## src/sv/dps_pkg.sv

```systemverilog
// Shared constants, types and helper functions of the dynamic priority scheduler.
`timescale 1ns / 1ps

package dps_pkg;

  // Table geometry and field widths
  localparam int DEPTH         = 16;
  localparam int TIME_BITS     = 16;
  localparam int PRIORITY_BITS = 8;
  localparam int IDX_W         = $clog2(DEPTH);
  localparam int CNT_W         = $clog2(DEPTH + 1);
  localparam int SUM_W         = CNT_W + 1;

  // Priority limits, wide form for clamping and narrow form for saturation
  localparam longint PRI_MIN = -(longint'(1) << (PRIORITY_BITS - 1));
  localparam longint PRI_MAX = (longint'(1) << (PRIORITY_BITS - 1)) - 1;
  localparam logic signed [PRIORITY_BITS-1:0] PRI_MIN_P = PRIORITY_BITS'(PRI_MIN);

  typedef enum logic {
    OP_ADD  = 1'b0,
    OP_TICK = 1'b1
  } opcode_e;

  typedef enum logic [2:0] {
    ST_ADDED    = 3'd0,
    ST_FULL     = 3'd1,
    ST_ZERO     = 3'd2,
    ST_RAN      = 3'd3,
    ST_FINISHED = 3'd4,
    ST_IDLE     = 3'd5
  } status_e;

  // One table entry
  typedef struct packed {
    logic [7:0]                      id;
    logic signed [PRIORITY_BITS-1:0] pri;
    logic [TIME_BITS-1:0]            need;
    logic [TIME_BITS-1:0]            run;
  } task_t;

  localparam int TASK_W = $bits(task_t);

  // Advance a ring index by one place
  function automatic logic [IDX_W-1:0] idx_inc(logic [IDX_W-1:0] a);
    return (a == IDX_W'(DEPTH - 1)) ? '0 : a + IDX_W'(1);
  endfunction

  // Step a ring index back by one place
  function automatic logic [IDX_W-1:0] idx_dec(logic [IDX_W-1:0] a);
    return (a == '0) ? IDX_W'(DEPTH - 1) : a - IDX_W'(1);
  endfunction

  // Ring index of the place k entries after h (k below DEPTH)
  function automatic logic [IDX_W-1:0] idx_add(logic [IDX_W-1:0] h, logic [CNT_W-1:0] k);
    logic [SUM_W-1:0] sum;
    sum = SUM_W'(h) + SUM_W'(k);
    if (sum >= SUM_W'(DEPTH)) begin
      sum = sum - SUM_W'(DEPTH);
    end
    return IDX_W'(sum);
  endfunction

  // Clamp an 8-bit signed input priority into the table's priority range
  function automatic logic signed [PRIORITY_BITS-1:0] pri_from_in(logic [7:0] p);
    longint x;
    x = longint'(signed'(p));
    if (x < PRI_MIN) begin
      x = PRI_MIN;
    end
    if (x > PRI_MAX) begin
      x = PRI_MAX;
    end
    return PRIORITY_BITS'(x);
  endfunction

  // Low 8 bits of a sign-extended table priority
  function automatic logic [7:0] pri_to_out(logic signed [PRIORITY_BITS-1:0] p);
    longint x;
    x = longint'(p);
    return 8'(x);
  endfunction

endpackage

```

## src/sv/dps_ram.sv

```systemverilog
// Generic single-write, single-read RAM with a registered read port.
`timescale 1ns / 1ps

module dps_ram #(
  parameter int WIDTH = 8,
  parameter int DEPTH = 16
) (
  input  logic                     clk_i,
  input  logic                     we_i,
  input  logic [$clog2(DEPTH)-1:0] waddr_i,
  input  logic [WIDTH-1:0]         wdata_i,
  input  logic [$clog2(DEPTH)-1:0] raddr_i,
  output logic [WIDTH-1:0]         rdata_o
);

  logic [WIDTH-1:0] mem_q [DEPTH];
  logic [WIDTH-1:0] rdata_q;

  // Write on request, register the read every cycle
  always_ff @(posedge clk_i) begin
    if (we_i) begin
      mem_q[waddr_i] <= wdata_i;
    end
    rdata_q <= mem_q[raddr_i];
  end

  assign rdata_o = rdata_q;

endmodule

```

## src/sv/dynamic_priority_scheduler.sv

```systemverilog
// Top level: ring-ordered task table in RAM with an insertion-sort sequencer.
// Add: an accept into an empty table, a rejected add and an idle tick give their result
//   beat straight from the accept; other adds walk back from the tail, moving entries up.
// Tick: reads the head first; the beat follows once the task finishes or is the only one
//   held, else the task is inserted again into the remaining entries; results cannot be held off.
// One item at a time, busy until its beat shows; reset clears count and head at once.
`timescale 1ns / 1ps

module dynamic_priority_scheduler (
  input  logic        clk_i,
  input  logic        rst_ni,
  input  logic        start,
  output logic        busy,
  input  logic        opcode_i,
  input  logic [7:0]  task_id_i,
  input  logic [7:0]  task_priority_i,
  input  logic [15:0] slices_needed_i,
  output logic        done_o,
  output logic [2:0]  status_o,
  output logic [7:0]  ran_id_o,
  output logic [7:0]  ran_priority_o,
  output logic [15:0] ran_slices_o,
  output logic [4:0]  occupancy_o
);

  typedef enum logic [1:0] {
    S_IDLE,
    S_HEAD,
    S_SCAN,
    S_WRITE
  } state_e;

  state_e                         state_q, state_d;
  logic [dps_pkg::IDX_W-1:0]      head_q, head_d;
  logic [dps_pkg::CNT_W-1:0]      count_q, count_d;
  logic [dps_pkg::IDX_W-1:0]      idx_q, idx_d;
  logic [dps_pkg::CNT_W-1:0]      left_q, left_d;
  dps_pkg::task_t                 cur_q, cur_d;
  dps_pkg::status_e               pend_q, pend_d;
  logic                           done_q, done_d;
  dps_pkg::status_e               status_q, status_d;
  logic [7:0]                     ran_id_q, ran_id_d;
  logic [7:0]                     ran_pri_q, ran_pri_d;
  logic [15:0]                    ran_sl_q, ran_sl_d;
  logic [4:0]                     occ_q, occ_d;

  logic                           ram_we;
  logic [dps_pkg::IDX_W-1:0]      ram_waddr;
  dps_pkg::task_t                 ram_wdata;
  logic [dps_pkg::IDX_W-1:0]      ram_raddr;
  logic [dps_pkg::TASK_W-1:0]     ram_rdata_raw;
  dps_pkg::task_t                 ram_rdata;

  dps_ram #(
    .WIDTH (dps_pkg::TASK_W),
    .DEPTH (dps_pkg::DEPTH)
  ) u_table (
    .clk_i   (clk_i),
    .we_i    (ram_we),
    .waddr_i (ram_waddr),
    .wdata_i (ram_wdata),
    .raddr_i (ram_raddr),
    .rdata_o (ram_rdata_raw)
  );

  assign ram_rdata = dps_pkg::task_t'(ram_rdata_raw);

  // Sequencer: accept, read head, walk back from the tail moving entries up
  always_comb begin
    logic                      fin;
    dps_pkg::status_e          fin_st;
    logic                      fin_ran;
    dps_pkg::task_t            fin_task;
    logic                      ins;
    dps_pkg::task_t            ins_task;
    logic [dps_pkg::IDX_W-1:0] ins_head;
    logic [dps_pkg::CNT_W-1:0] ins_left;
    logic [dps_pkg::IDX_W-1:0] tail;
    dps_pkg::task_t            t;
    dps_pkg::task_t            nt;

    state_d   = state_q;
    head_d    = head_q;
    count_d   = count_q;
    idx_d     = idx_q;
    left_d    = left_q;
    cur_d     = cur_q;
    pend_d    = pend_q;
    done_d    = 1'b0;
    status_d  = status_q;
    ran_id_d  = ran_id_q;
    ran_pri_d = ran_pri_q;
    ran_sl_d  = ran_sl_q;
    occ_d     = occ_q;

    ram_we    = 1'b0;
    ram_waddr = idx_q;
    ram_wdata = cur_q;
    ram_raddr = dps_pkg::idx_dec(idx_q);

    fin      = 1'b0;
    fin_st   = pend_q;
    fin_ran  = 1'b0;
    fin_task = cur_q;
    ins      = 1'b0;
    ins_task = cur_q;
    ins_head = head_q;
    ins_left = count_q;
    tail     = '0;

    // New task built from the input beat
    nt.id   = task_id_i;
    nt.pri  = dps_pkg::pri_from_in(task_priority_i);
    nt.need = dps_pkg::TIME_BITS'(slices_needed_i);
    nt.run  = '0;

    // Head task after one slice
    t = ram_rdata;
    if (t.pri != dps_pkg::PRI_MIN_P) begin
      t.pri = t.pri - dps_pkg::PRIORITY_BITS'(1);
    end
    t.run = t.run + dps_pkg::TIME_BITS'(1);

    case (state_q)
      S_IDLE: begin
        ram_raddr = head_q;
        if (start) begin
          if (opcode_i == dps_pkg::OP_TICK) begin
            if (count_q == '0) begin
              fin    = 1'b1;
              fin_st = dps_pkg::ST_IDLE;
            end else begin
              state_d = S_HEAD;
            end
          end else if (nt.need == '0) begin
            fin    = 1'b1;
            fin_st = dps_pkg::ST_ZERO;
          end else if (count_q == dps_pkg::CNT_W'(dps_pkg::DEPTH)) begin
            fin    = 1'b1;
            fin_st = dps_pkg::ST_FULL;
          end else begin
            ins      = 1'b1;
            ins_task = nt;
            ins_head = head_q;
            ins_left = count_q;
            pend_d   = dps_pkg::ST_ADDED;
          end
        end
      end
      S_HEAD: begin
        head_d = dps_pkg::idx_inc(head_q);
        if (t.run == t.need) begin
          count_d  = count_q - dps_pkg::CNT_W'(1);
          fin      = 1'b1;
          fin_st   = dps_pkg::ST_FINISHED;
          fin_ran  = 1'b1;
          fin_task = t;
        end else begin
          ins      = 1'b1;
          ins_task = t;
          ins_head = head_d;
          ins_left = count_q - dps_pkg::CNT_W'(1);
          pend_d   = dps_pkg::ST_RAN;
        end
      end
      S_SCAN: begin
        ram_we = 1'b1;
        if (ram_rdata.pri <= cur_q.pri) begin
          // Move the lower or equal entry up one place and keep walking
          ram_waddr = idx_q;
          ram_wdata = ram_rdata;
          idx_d     = dps_pkg::idx_dec(idx_q);
          left_d    = left_q - dps_pkg::CNT_W'(1);
          ram_raddr = dps_pkg::idx_dec(idx_d);
          if (left_q == dps_pkg::CNT_W'(1)) begin
            state_d = S_WRITE;
          end
        end else begin
          // Drop the task in behind the strictly higher entry
          fin     = 1'b1;
          fin_ran = (pend_q == dps_pkg::ST_RAN);
        end
      end
      S_WRITE: begin
        ram_we  = 1'b1;
        fin     = 1'b1;
        fin_ran = (pend_q == dps_pkg::ST_RAN);
      end
      default: begin
        state_d = S_IDLE;
      end
    endcase

    // Start an insertion at the tail of the ring
    if (ins) begin
      tail    = dps_pkg::idx_add(ins_head, ins_left);
      count_d = ins_left + dps_pkg::CNT_W'(1);
      cur_d   = ins_task;
      if (ins_left == '0) begin
        ram_we    = 1'b1;
        ram_waddr = tail;
        ram_wdata = ins_task;
        fin       = 1'b1;
        fin_st    = pend_d;
        fin_ran   = (pend_d == dps_pkg::ST_RAN);
        fin_task  = ins_task;
      end else begin
        ram_raddr = dps_pkg::idx_dec(tail);
        idx_d     = tail;
        left_d    = ins_left;
        state_d   = S_SCAN;
      end
    end

    // Load the result beat
    if (fin) begin
      state_d   = S_IDLE;
      done_d    = 1'b1;
      status_d  = fin_st;
      ran_id_d  = fin_ran ? fin_task.id : 8'd0;
      ran_pri_d = fin_ran ? dps_pkg::pri_to_out(fin_task.pri) : 8'd0;
      ran_sl_d  = fin_ran ? 16'(fin_task.run) : 16'd0;
      occ_d     = 5'(count_d);
    end
  end

  // Hold state and registered outputs
  always_ff @(posedge clk_i or negedge rst_ni) begin
    if (!rst_ni) begin
      state_q   <= S_IDLE;
      head_q    <= '0;
      count_q   <= '0;
      idx_q     <= '0;
      left_q    <= '0;
      pend_q    <= dps_pkg::ST_ADDED;
      done_q    <= 1'b0;
      status_q  <= dps_pkg::ST_ADDED;
      ran_id_q  <= '0;
      ran_pri_q <= '0;
      ran_sl_q  <= '0;
      occ_q     <= '0;
    end else begin
      state_q   <= state_d;
      head_q    <= head_d;
      count_q   <= count_d;
      idx_q     <= idx_d;
      left_q    <= left_d;
      pend_q    <= pend_d;
      done_q    <= done_d;
      status_q  <= status_d;
      ran_id_q  <= ran_id_d;
      ran_pri_q <= ran_pri_d;
      ran_sl_q  <= ran_sl_d;
      occ_q     <= occ_d;
    end
  end

  // Task being placed needs no reset
  always_ff @(posedge clk_i) begin
    cur_q <= cur_d;
  end

  assign busy           = (state_q != S_IDLE);
  assign done_o         = done_q;
  assign status_o       = status_q;
  assign ran_id_o       = ran_id_q;
  assign ran_priority_o = ran_pri_q;
  assign ran_slices_o   = ran_sl_q;
  assign occupancy_o    = occ_q;

endmodule

```

## config.mk

```make
export PLATFORM = sky130hd
export DESIGN_NAME = dynamic_priority_scheduler
export DESIGN_NICKNAME = d
export VERILOG_FILES = /design/src/sv/dps_pkg.sv /design/src/sv/dps_ram.sv /design/src/sv/dynamic_priority_scheduler.sv
export SDC_FILE = /design/constraint.sdc
export NUM_CORES = 1
export LEC_CHECK = 0
export CORE_MARGIN = 2
export CORE_UTILIZATION = 28
export CTS_BUF_LIST = sky130_fd_sc_hd__clkbuf_4
export DETAILED_ROUTE_END_ITERATION = 8
export DONT_BUFFER_PORTS = 1
export GPL_TIMING_DRIVEN = 1
export SYNTH_ARGS = -nofsm -noshare
export SYNTH_HDL_FRONTEND = slang
export SYNTH_SLANG_ARGS = --single-unit
```

## constraint.sdc

```tcl
create_clock -name clk_i -period 13.1 [get_ports clk_i]
set_input_delay 0.655 -clock clk_i [delete_from_list [all_inputs] [get_ports clk_i]]
set_output_delay 0.655 -clock clk_i [all_outputs]
set_load 0.01 [all_outputs]
```

Word-level counts from Yosys, hierarchy flattened
Memory sizes are Yosys's and may differ from the RTL's. A register that Yosys moved wholly into a read port is not among the register bits.
Cells that the tools add are included.
{ "totals": {"ff_bits": 112, "ram_bits": 768, "inputBits": 36, "out_inout_bits": 42, "wordCells": 148, "mem_count": 1} }
{ "classes": {"addsub": 11, "order_cmp": 4, "n_eq_ne": 10, "mux": 97, "reduce_logical": 9} }
{ "memory_table": {"columns": ["name", "words", "word_bits", "rd", "rd_ports_with_merged_regs", "write_ports", "line", "rtl"], "rows": [
  ["u_table.mem_q", 16, 48, 1, 1, 1, "dps_ram.sv:16", "logic [WIDTH-1:0] mem_q [DEPTH];"]
]} }
{ "ops": {"columns": ["cell", "n"], "rows": [
  ["two-way mux 48 bit", 13],
  ["one-hot mux 48 bit (2 select lines)", 1],
  ["two-way mux 4 bit", 17],
  ["> comparator 64 x 8 -> 1 bit, second input constant", 1],
  ["two-way mux 64 bit", 1],
  ["two-way mux 5 bit", 9],
  ["two-way mux 3 bit", 13],
  ["two-way mux 8 bit", 4],
  ["two-way mux 1 bit", 23],
  ["adder 16 x 1 -> 16 bit, second input constant", 1],
  ["== test 16 bit", 1],
  ["zero test 16 bit", 1],
  ["two-way mux 16 bit", 1],
  ["two-way mux 2 bit", 8],
  ["subtractor 4 x 1 -> 4 bit, second input constant", 4],
  ["zero test 4 bit", 3],
  ["one-hot mux 3 bit (2 select lines)", 2],
  ["zero test 5 bit", 2],
  ["subtractor 5 x 1 -> 5 bit, second input constant", 2],
  ["less-or-equal comparator 8 bit", 1],
  ["less-than comparator 8 bit, second input constant", 1],
  ["inequality test 8 bit, second input constant", 1],
  ["one-hot mux 4 bit (2 select lines)", 1],
  ["subtractor 8 x 2 -> 8 bit, second input constant", 1],
  ["17 further kinds", 19]
]} }

Depth between registers and ports, before layout
{ "depth": {"ltp_word": 12, "ltp_mapped": 29, "ltp_nobuf": 21} }

Modules after synthesis
Synthesis repeated with hierarchy kept, for this count alone.
{ "hier_totals": {"cells_unflattened": 2276, "hier_area_um2": 38255.4} }
{ "modules_own_cells": {"columns": ["module", "instances", "cells_each", "area_per_inst_um2", "seq_area_each_um2"], "rows": [
  ["dps_ram", 1, 1242, 29691.0, 24023.0],
  ["dynamic_priority_scheduler", 1, 1034, 8564.5, 3042.9]
]} }

Worst setup path before layout
Ideal clock, no wire load.
{ "synth_timing": {"path_kind": "register -> register", "from": "reg u_table.rdata_q[1] (netlist: u_table.rdata_o[1]), read port of u_table.mem_q", "to": "mem u_table.mem_q[9][0] in the netlist's numbering (enable)", "arrival_time_ns": 8.482, "t_required_ns": 12.587, "path_slack_ns": 4.105, "stages_incl_launch_ff": 25, "synth_period_minus_slack_ns": 8.995, "cell_sequence": "dfxtp_1 -> ha_1 -> nand3_1 -> nor4_1 -> mux2_2 -> a2111oi_4 -> and2_1 -> buf_2 -> a21oi_1 -> clkbuf_1 -> buf_1 -> clkbuf_1 -> buf_1 -> nand2_1 -> nand2_1 -> ha_1 -> nand2_1 -> nor2_1 -> nand3_1 -> mux2_2 -> and4_1 -> or3_4 -> and2_4 -> o32a_1 -> nor3_1"} }
{ "synth_via": {"elab_chain_len": 10} }
{ "synth_lines": {"columns": ["item", "line", "rtl"], "rows": [
  ["from (decl)", "dps_ram.sv:17", "logic [WIDTH-1:0] rdata_q;"],
  ["adder 16 x 1 -> 16 bit (*)", "dynamic_priority_scheduler.sv:122", "t.run = t.run + dps_pkg::TIME_BITS'(1);"],
  ["== test 16 bit (*)", "dynamic_priority_scheduler.sv:152", "if (t.run == t.need) begin"],
  ["two-way mux 4 bit or two-way mux 5 bit (tied branches)", "dynamic_priority_scheduler.sv:152", null],
  ["two-way mux 4 bit or two-way mux 5 bit (tied branches)", null, null],
  ["adder 4 x 5 -> 6 bit", "dps_pkg.sv:56", "sum = SUM_W'(h) + SUM_W'(k);"],
  ["greater-or-equal comparator 6 x 5 -> 1 bit or subtractor 4 x 1 -> 4 bit (tied branches)", "dps_pkg.sv:57, dps_pkg.sv:58", null],
  ["two-way mux 4 bit", "dps_pkg.sv:57", "if (sum >= SUM_W'(DEPTH)) begin"],
  ["two-way mux 4 bit", "dynamic_priority_scheduler.sv:195", "if (ins) begin"],
  ["two-way mux 4 bit", "dynamic_priority_scheduler.sv:199", "if (ins_left == '0) begin"],
  ["two-way mux 4 bit", "dynamic_priority_scheduler.sv:195", null],
  ["to (decl)", "dps_ram.sv:16", null]
]} }
Every way passes the cells marked *; elsewhere a longest branch is shown, timed or not. The select of a mux whose other input is x is not followed.

Final worst setup path
{ "layout_timing": {"from": "reg u_table.rdata_q[0] (netlist: u_table.rdata_o[0]), read port of u_table.mem_q", "to": "reg u_table.rdata_q[45] (netlist: u_table.rdata_o[45]), read port of u_table.mem_q"} }
{ "layout_via": {"elab_chain_len": 12} }
{ "layout_lines": {"columns": ["item", "line", "rtl"], "rows": [
  ["adder 16 x 1 -> 16 bit (*)", "dynamic_priority_scheduler.sv:122", null],
  ["== test 16 bit (*)", "dynamic_priority_scheduler.sv:152", null],
  ["two-way mux 4 bit or two-way mux 5 bit (tied branches)", "dynamic_priority_scheduler.sv:152", null],
  ["two-way mux 4 bit or two-way mux 5 bit (tied branches)", null, null],
  ["adder 4 x 5 -> 6 bit", "dps_pkg.sv:56", null],
  ["greater-or-equal comparator 6 x 5 -> 1 bit or subtractor 4 x 1 -> 4 bit (tied branches)", "dps_pkg.sv:57, dps_pkg.sv:58", null],
  ["two-way mux 4 bit", "dps_pkg.sv:57", null],
  ["two-way mux 4 bit", "dynamic_priority_scheduler.sv:195", null],
  ["subtractor 4 x 1 -> 4 bit or zero test 4 bit (tied branches)", "dps_pkg.sv:50", "return (a == '0) ? IDX_W'(DEPTH - 1) : a - IDX_W'(1);"],
  ["two-way mux 4 bit", "dps_pkg.sv:50", null],
  ["two-way mux 4 bit", "dynamic_priority_scheduler.sv:199", null],
  ["two-way mux 4 bit (*)", "dynamic_priority_scheduler.sv:195", null]
]} }
Marks and branches as above.
A chain may end at the register's enable or synchronous reset.

==> results.py <==
metrics = {
    "status": {
        "outcome": "finished, final reports clean",
    },
    "grt": {
        "grt_max_degree": 153,
        "grt_pass1_vias": 24533,
        "gr-usage-all-layers_pct": 14.1,
        "antenna_found_initial": 10,
        "grt_pass1_wl_microns": 157000,
        "grt_overflow": 0,
    },
    "setup_path": {
        "worst_path_max_delay_cell": "buf_4",
        "reg2reg_depth": 23,
        "regToRegStartpoint": "u_table.rdata_o[0]$_DFF_P_",
        "crit_required_ps": 13990,
        "end_kind": "register",
        "crit_path_end": "u_table.rdata_o[45]$_DFF_P_",
        "crit_cells": 23,
        "cp_top_family": "compound AO/OA/AOI/OAI gates",
        "path_max_fanout": 120,
        "reg2reg_setup_slack_ps": 4200,
        "crit_arrival_ps": 9800,
        "critPathKind": "register to register",
        "cpPeakStageDelay_ps": 950,
        "start_kind": "register",
        "startpoint": "u_table.rdata_o[0]$_DFF_P_",
        "crit_buf_inv": 4,
        "reg2reg_to": "u_table.rdata_o[45]$_DFF_P_",
        "cp_cell_sequence": "ha_1 > nand3_1 > nor4_1 > mux2_2 > a2111oi_4 > nand2_1 > o21ai_4 > buf_4 > nand2_1 > o21ai_0 > inv_1 > ha_1 > nor2b_1 > nand3_1 > mux2i_1 > a211oi_2 > o21ai_2 > mux2i_4 > buf_12 > buf_4 > mux2_2 > a2111oi_0 > a211oi_1",
    },
    "min_path": {
        "hold_start": "slices_needed_i[11]",
        "hp-class": "primary input to register",
        "min_delay_path_depth": 2,
    },
    "sta": {
        "drv_slew": 0,
        "setup_viol": 0,
        "period_minus_slack_ps": 8900,
        "tns_ps": 0,
        "hold_viol": 0,
        "finalCritPeriodShare_pct": 68.0,
        "clock.fmax_mhz": 112,
        "tightest_slew_ps": 1350,
        "skew_ps": 74.3,
        "relSlewSlack_pct": 9.81,
        "rsz0062_at_grt": "false",
    },
    "synthesis": {
        "ys_types": 89,
        "avgSynthCellArea_sq_um": 14.5,
        "synth_area_sq_mm": 0.0404,
        "synth-edff-count": 816,
        "ys_seq_area_share_pct": 67.0,
        "ys.flop_type": "edfxtp_1",
        "ys_async_sr_fraction_pct": 6.90,
        "syn_nets": 2858,
        "syn_inst": 2794,
        "yosys_warnings": 0,
        "ys_ff_latch": 928,
    },
    "finish": {
        "drive_gt1_share_pct": 19.6,
        "fill_cells": 14164,
        "fin_area_sq_mm": 0.0463,
        "area_growth_syn_to_layout_pct": 14.7,
        "nets": 3011,
    },
    "clock_tree": {
        "root_buffer": "clkbuf_4",
        "cts_sinks": 928,
        "cts_tree": "done",
        "post_cts_buffers": 0,
        "h-tree-depth": 4,
        "worstSkewPairLatency_ps": 1110,
        "path_clk_slew_ps": 70,
        "cts_buffers": 232,
        "cts.path.max_buffers": 3,
    },
    "placement": {
        "port_buffers": 0,
        "post_dp_cell_area_sq_mm": 0.0426,
        "dp_hpwl_microns": 57100,
        "routabilityCongestion": 0.876,
    },
    "floorplan": {
        "die_y_microns": 384,
        "dieArea_sq_mm": 0.147,
        "core_sq_mm": 0.143,
        "die_x_microns": 384,
        "io-pin-count": 78,
        "rows": 139,
        "initial_core_util_pct": 28.2,
    },
    "routing": {
        "detail-route-antenna-nets": 0,
        "viasPerCell": 4.93,
        "routed-via-count": 24985,
        "routed_wirelength_microns": 106000,
        "drt_pass1_iterations": 7,
        "drcViolationCount": 0,
        "wire_per_inst_microns": 21.0,
        "drt-initial-drc-count": 2252,
    },
    "run": {
        "max_cap_viol_count": 0,
    },
}
-- registers in the layout (all words and copies together), names as in the netlist --
signal and cells:
u_table.mem_q 768, cur_q 48, u_table.rdata_o 48, ran_slices_o 16, ran_id_o 8, ran_priority_o 8
count_q 5, left_q 5, occupancy_o 5, head_q 4, idx_q 4, pend_q 3
status_o 3, state_q 2, done_o 1
-- layout make-up --
cell class | instances | area (sq um) | area share (%)
Antenna cell | 8 | 20.0 | 0.0432
Clock buffer | 386 | 2900 | 6.25
Clock inverter | 53 | 352 | 0.759
Inverter | 32 | 120 | 0.259
Multi-Input combinational cell | 1648 | 12500 | 27.1
Sequential cell | 928 | 27100 | 58.4
Tap cell | 1903 | 2380 | 5.14
Timing Repair Buffer | 105 | 956 | 2.06
-- cell usage in the layout (no fill, tap or decap), types with 13 or more instances in the layout --
cell type,count
edfxtp_1,816
mux2i_1,444
clkbuf_4,387
nand2_1,225
nor2_1,181
mux2_2,95
a2111oi_0,95
o21ai_0,64
dfrtp_1,64
buf_4,60
a211oi_1,56
dfxtp_1,48
a31oi_1,41
a21oi_1,40
dlygate4sd3_1,39
a22oi_1,38
clkinv_1,37
xnor2_1,35
nand3_1,32
inv_1,30
ha_1,27
a22o_1,25
xor2_1,18
nor2_4,15
nand4_1,13
-- cells in the mapped netlist, drive strengths merged, types with 5 or more instances --
| library cell | instances | area share, % |
|---|---|---|
| dfrtp | 64 | 4.0 |
| nand3 | 33 | 0.42 |
| o22ai | 8 | 0.12 |
| clkbuf | 101 | 0.99 |
| nand2b | 7 | 0.11 |
| o21ai | 72 | 0.91 |
| o32ai | 12 | 0.26 |
| a221oi | 7 | 0.15 |
| o211ai | 7 | 0.13 |
| nand3b | 5 | 0.093 |
| nor4 | 9 | 0.14 |
| nor2b | 9 | 0.14 |
| nor2 | 197 | 1.8 |
| a22oi | 38 | 0.71 |
| a2111oi | 98 | 2.2 |
| and4 | 6 | 0.13 |
| a22o | 25 | 0.54 |
| edfxtp | 816 | 61 |
| xor2 | 18 | 0.39 |
| xnor2 | 35 | 0.76 |
| and3 | 6 | 0.093 |
| buf | 85 | 1.2 |
| ha | 27 | 0.84 |
| dfxtp | 48 | 2.4 |
| a211oi | 59 | 1.2 |
| mux2i | 445 | 11 |
| nand2 | 227 | 2.1 |
| o221ai | 7 | 0.15 |
| or3 | 6 | 0.11 |
| mux2 | 104 | 2.9 |
| a21oi | 41 | 0.51 |
| a31oi | 44 | 0.68 |
| inv | 31 | 0.29 |
| nor3 | 17 | 0.22 |
| and2 | 7 | 0.11 |
| nand4 | 14 | 0.23 |
-- metal layers --
layer	up-vias	GRT usage [%]	wire length (microns)
met4	8	4.73	2170
met1	12477	19.1	47300
met3	167	4.21	9050
met2	985	21.7	47500
met5	-	0	57
li1	11348	-	-
-- stage by stage --
stage,std cells,utilization [%],hold WS [ps],worst slack [ps]
floorplan,2794,-,359,4110
global route,5058,32.3,149,3670
finish,5063,32.3,192,4200
detailed placement,4574,29.7,361,4420
global placement,4574,29.7,361,4540
CTS,5053,32.3,50.2,4320
-- cell families (layout without fill, tap and decap cells) --
kind of cell / Yosys count / in the layout / synth area share (%)
buffers and inverters: 218 / 576 / 2.46
adders and majority gates: 28 / 28 / 0.886
AOI/OAI and AO/OA: 464 / 464 / 8.59
xor gates and xnor gates: 53 / 53 / 1.15
muxes: 549 / 549 / 13.9
and+or+nand+nor: 554 / 554 / 5.96
other: 0 / 8 / 0
DFF: 928 / 928 / 67.0
-- what timing repair did --
action                                 in CTS  in global routing
resized for setup                           0                  0
endpoints found under the hold margin     113                  0
hold buffers                               40                  0
-- worst min path at each step --
stage	slack, ps	endpoint
2_1_floorplan	360	count_q[0]$_DFF_PN0_
3_3_place_gp	360	ran_priority_o[0]$_DFFE_PN0N_
3_5_place_dp	360	ran_priority_o[0]$_DFFE_PN0N_
4_1_cts	50	u_table.mem_q[7][27]$_DFFE_PP_
5_1_grt	150	u_table.mem_q[2][22]$_DFFE_PP_
6_report	190	u_table.mem_q[7][27]$_DFFE_PP_
Power is not shown: default switching activity piles up to over one toggle a cycle in this logic, so the estimate is an artifact.
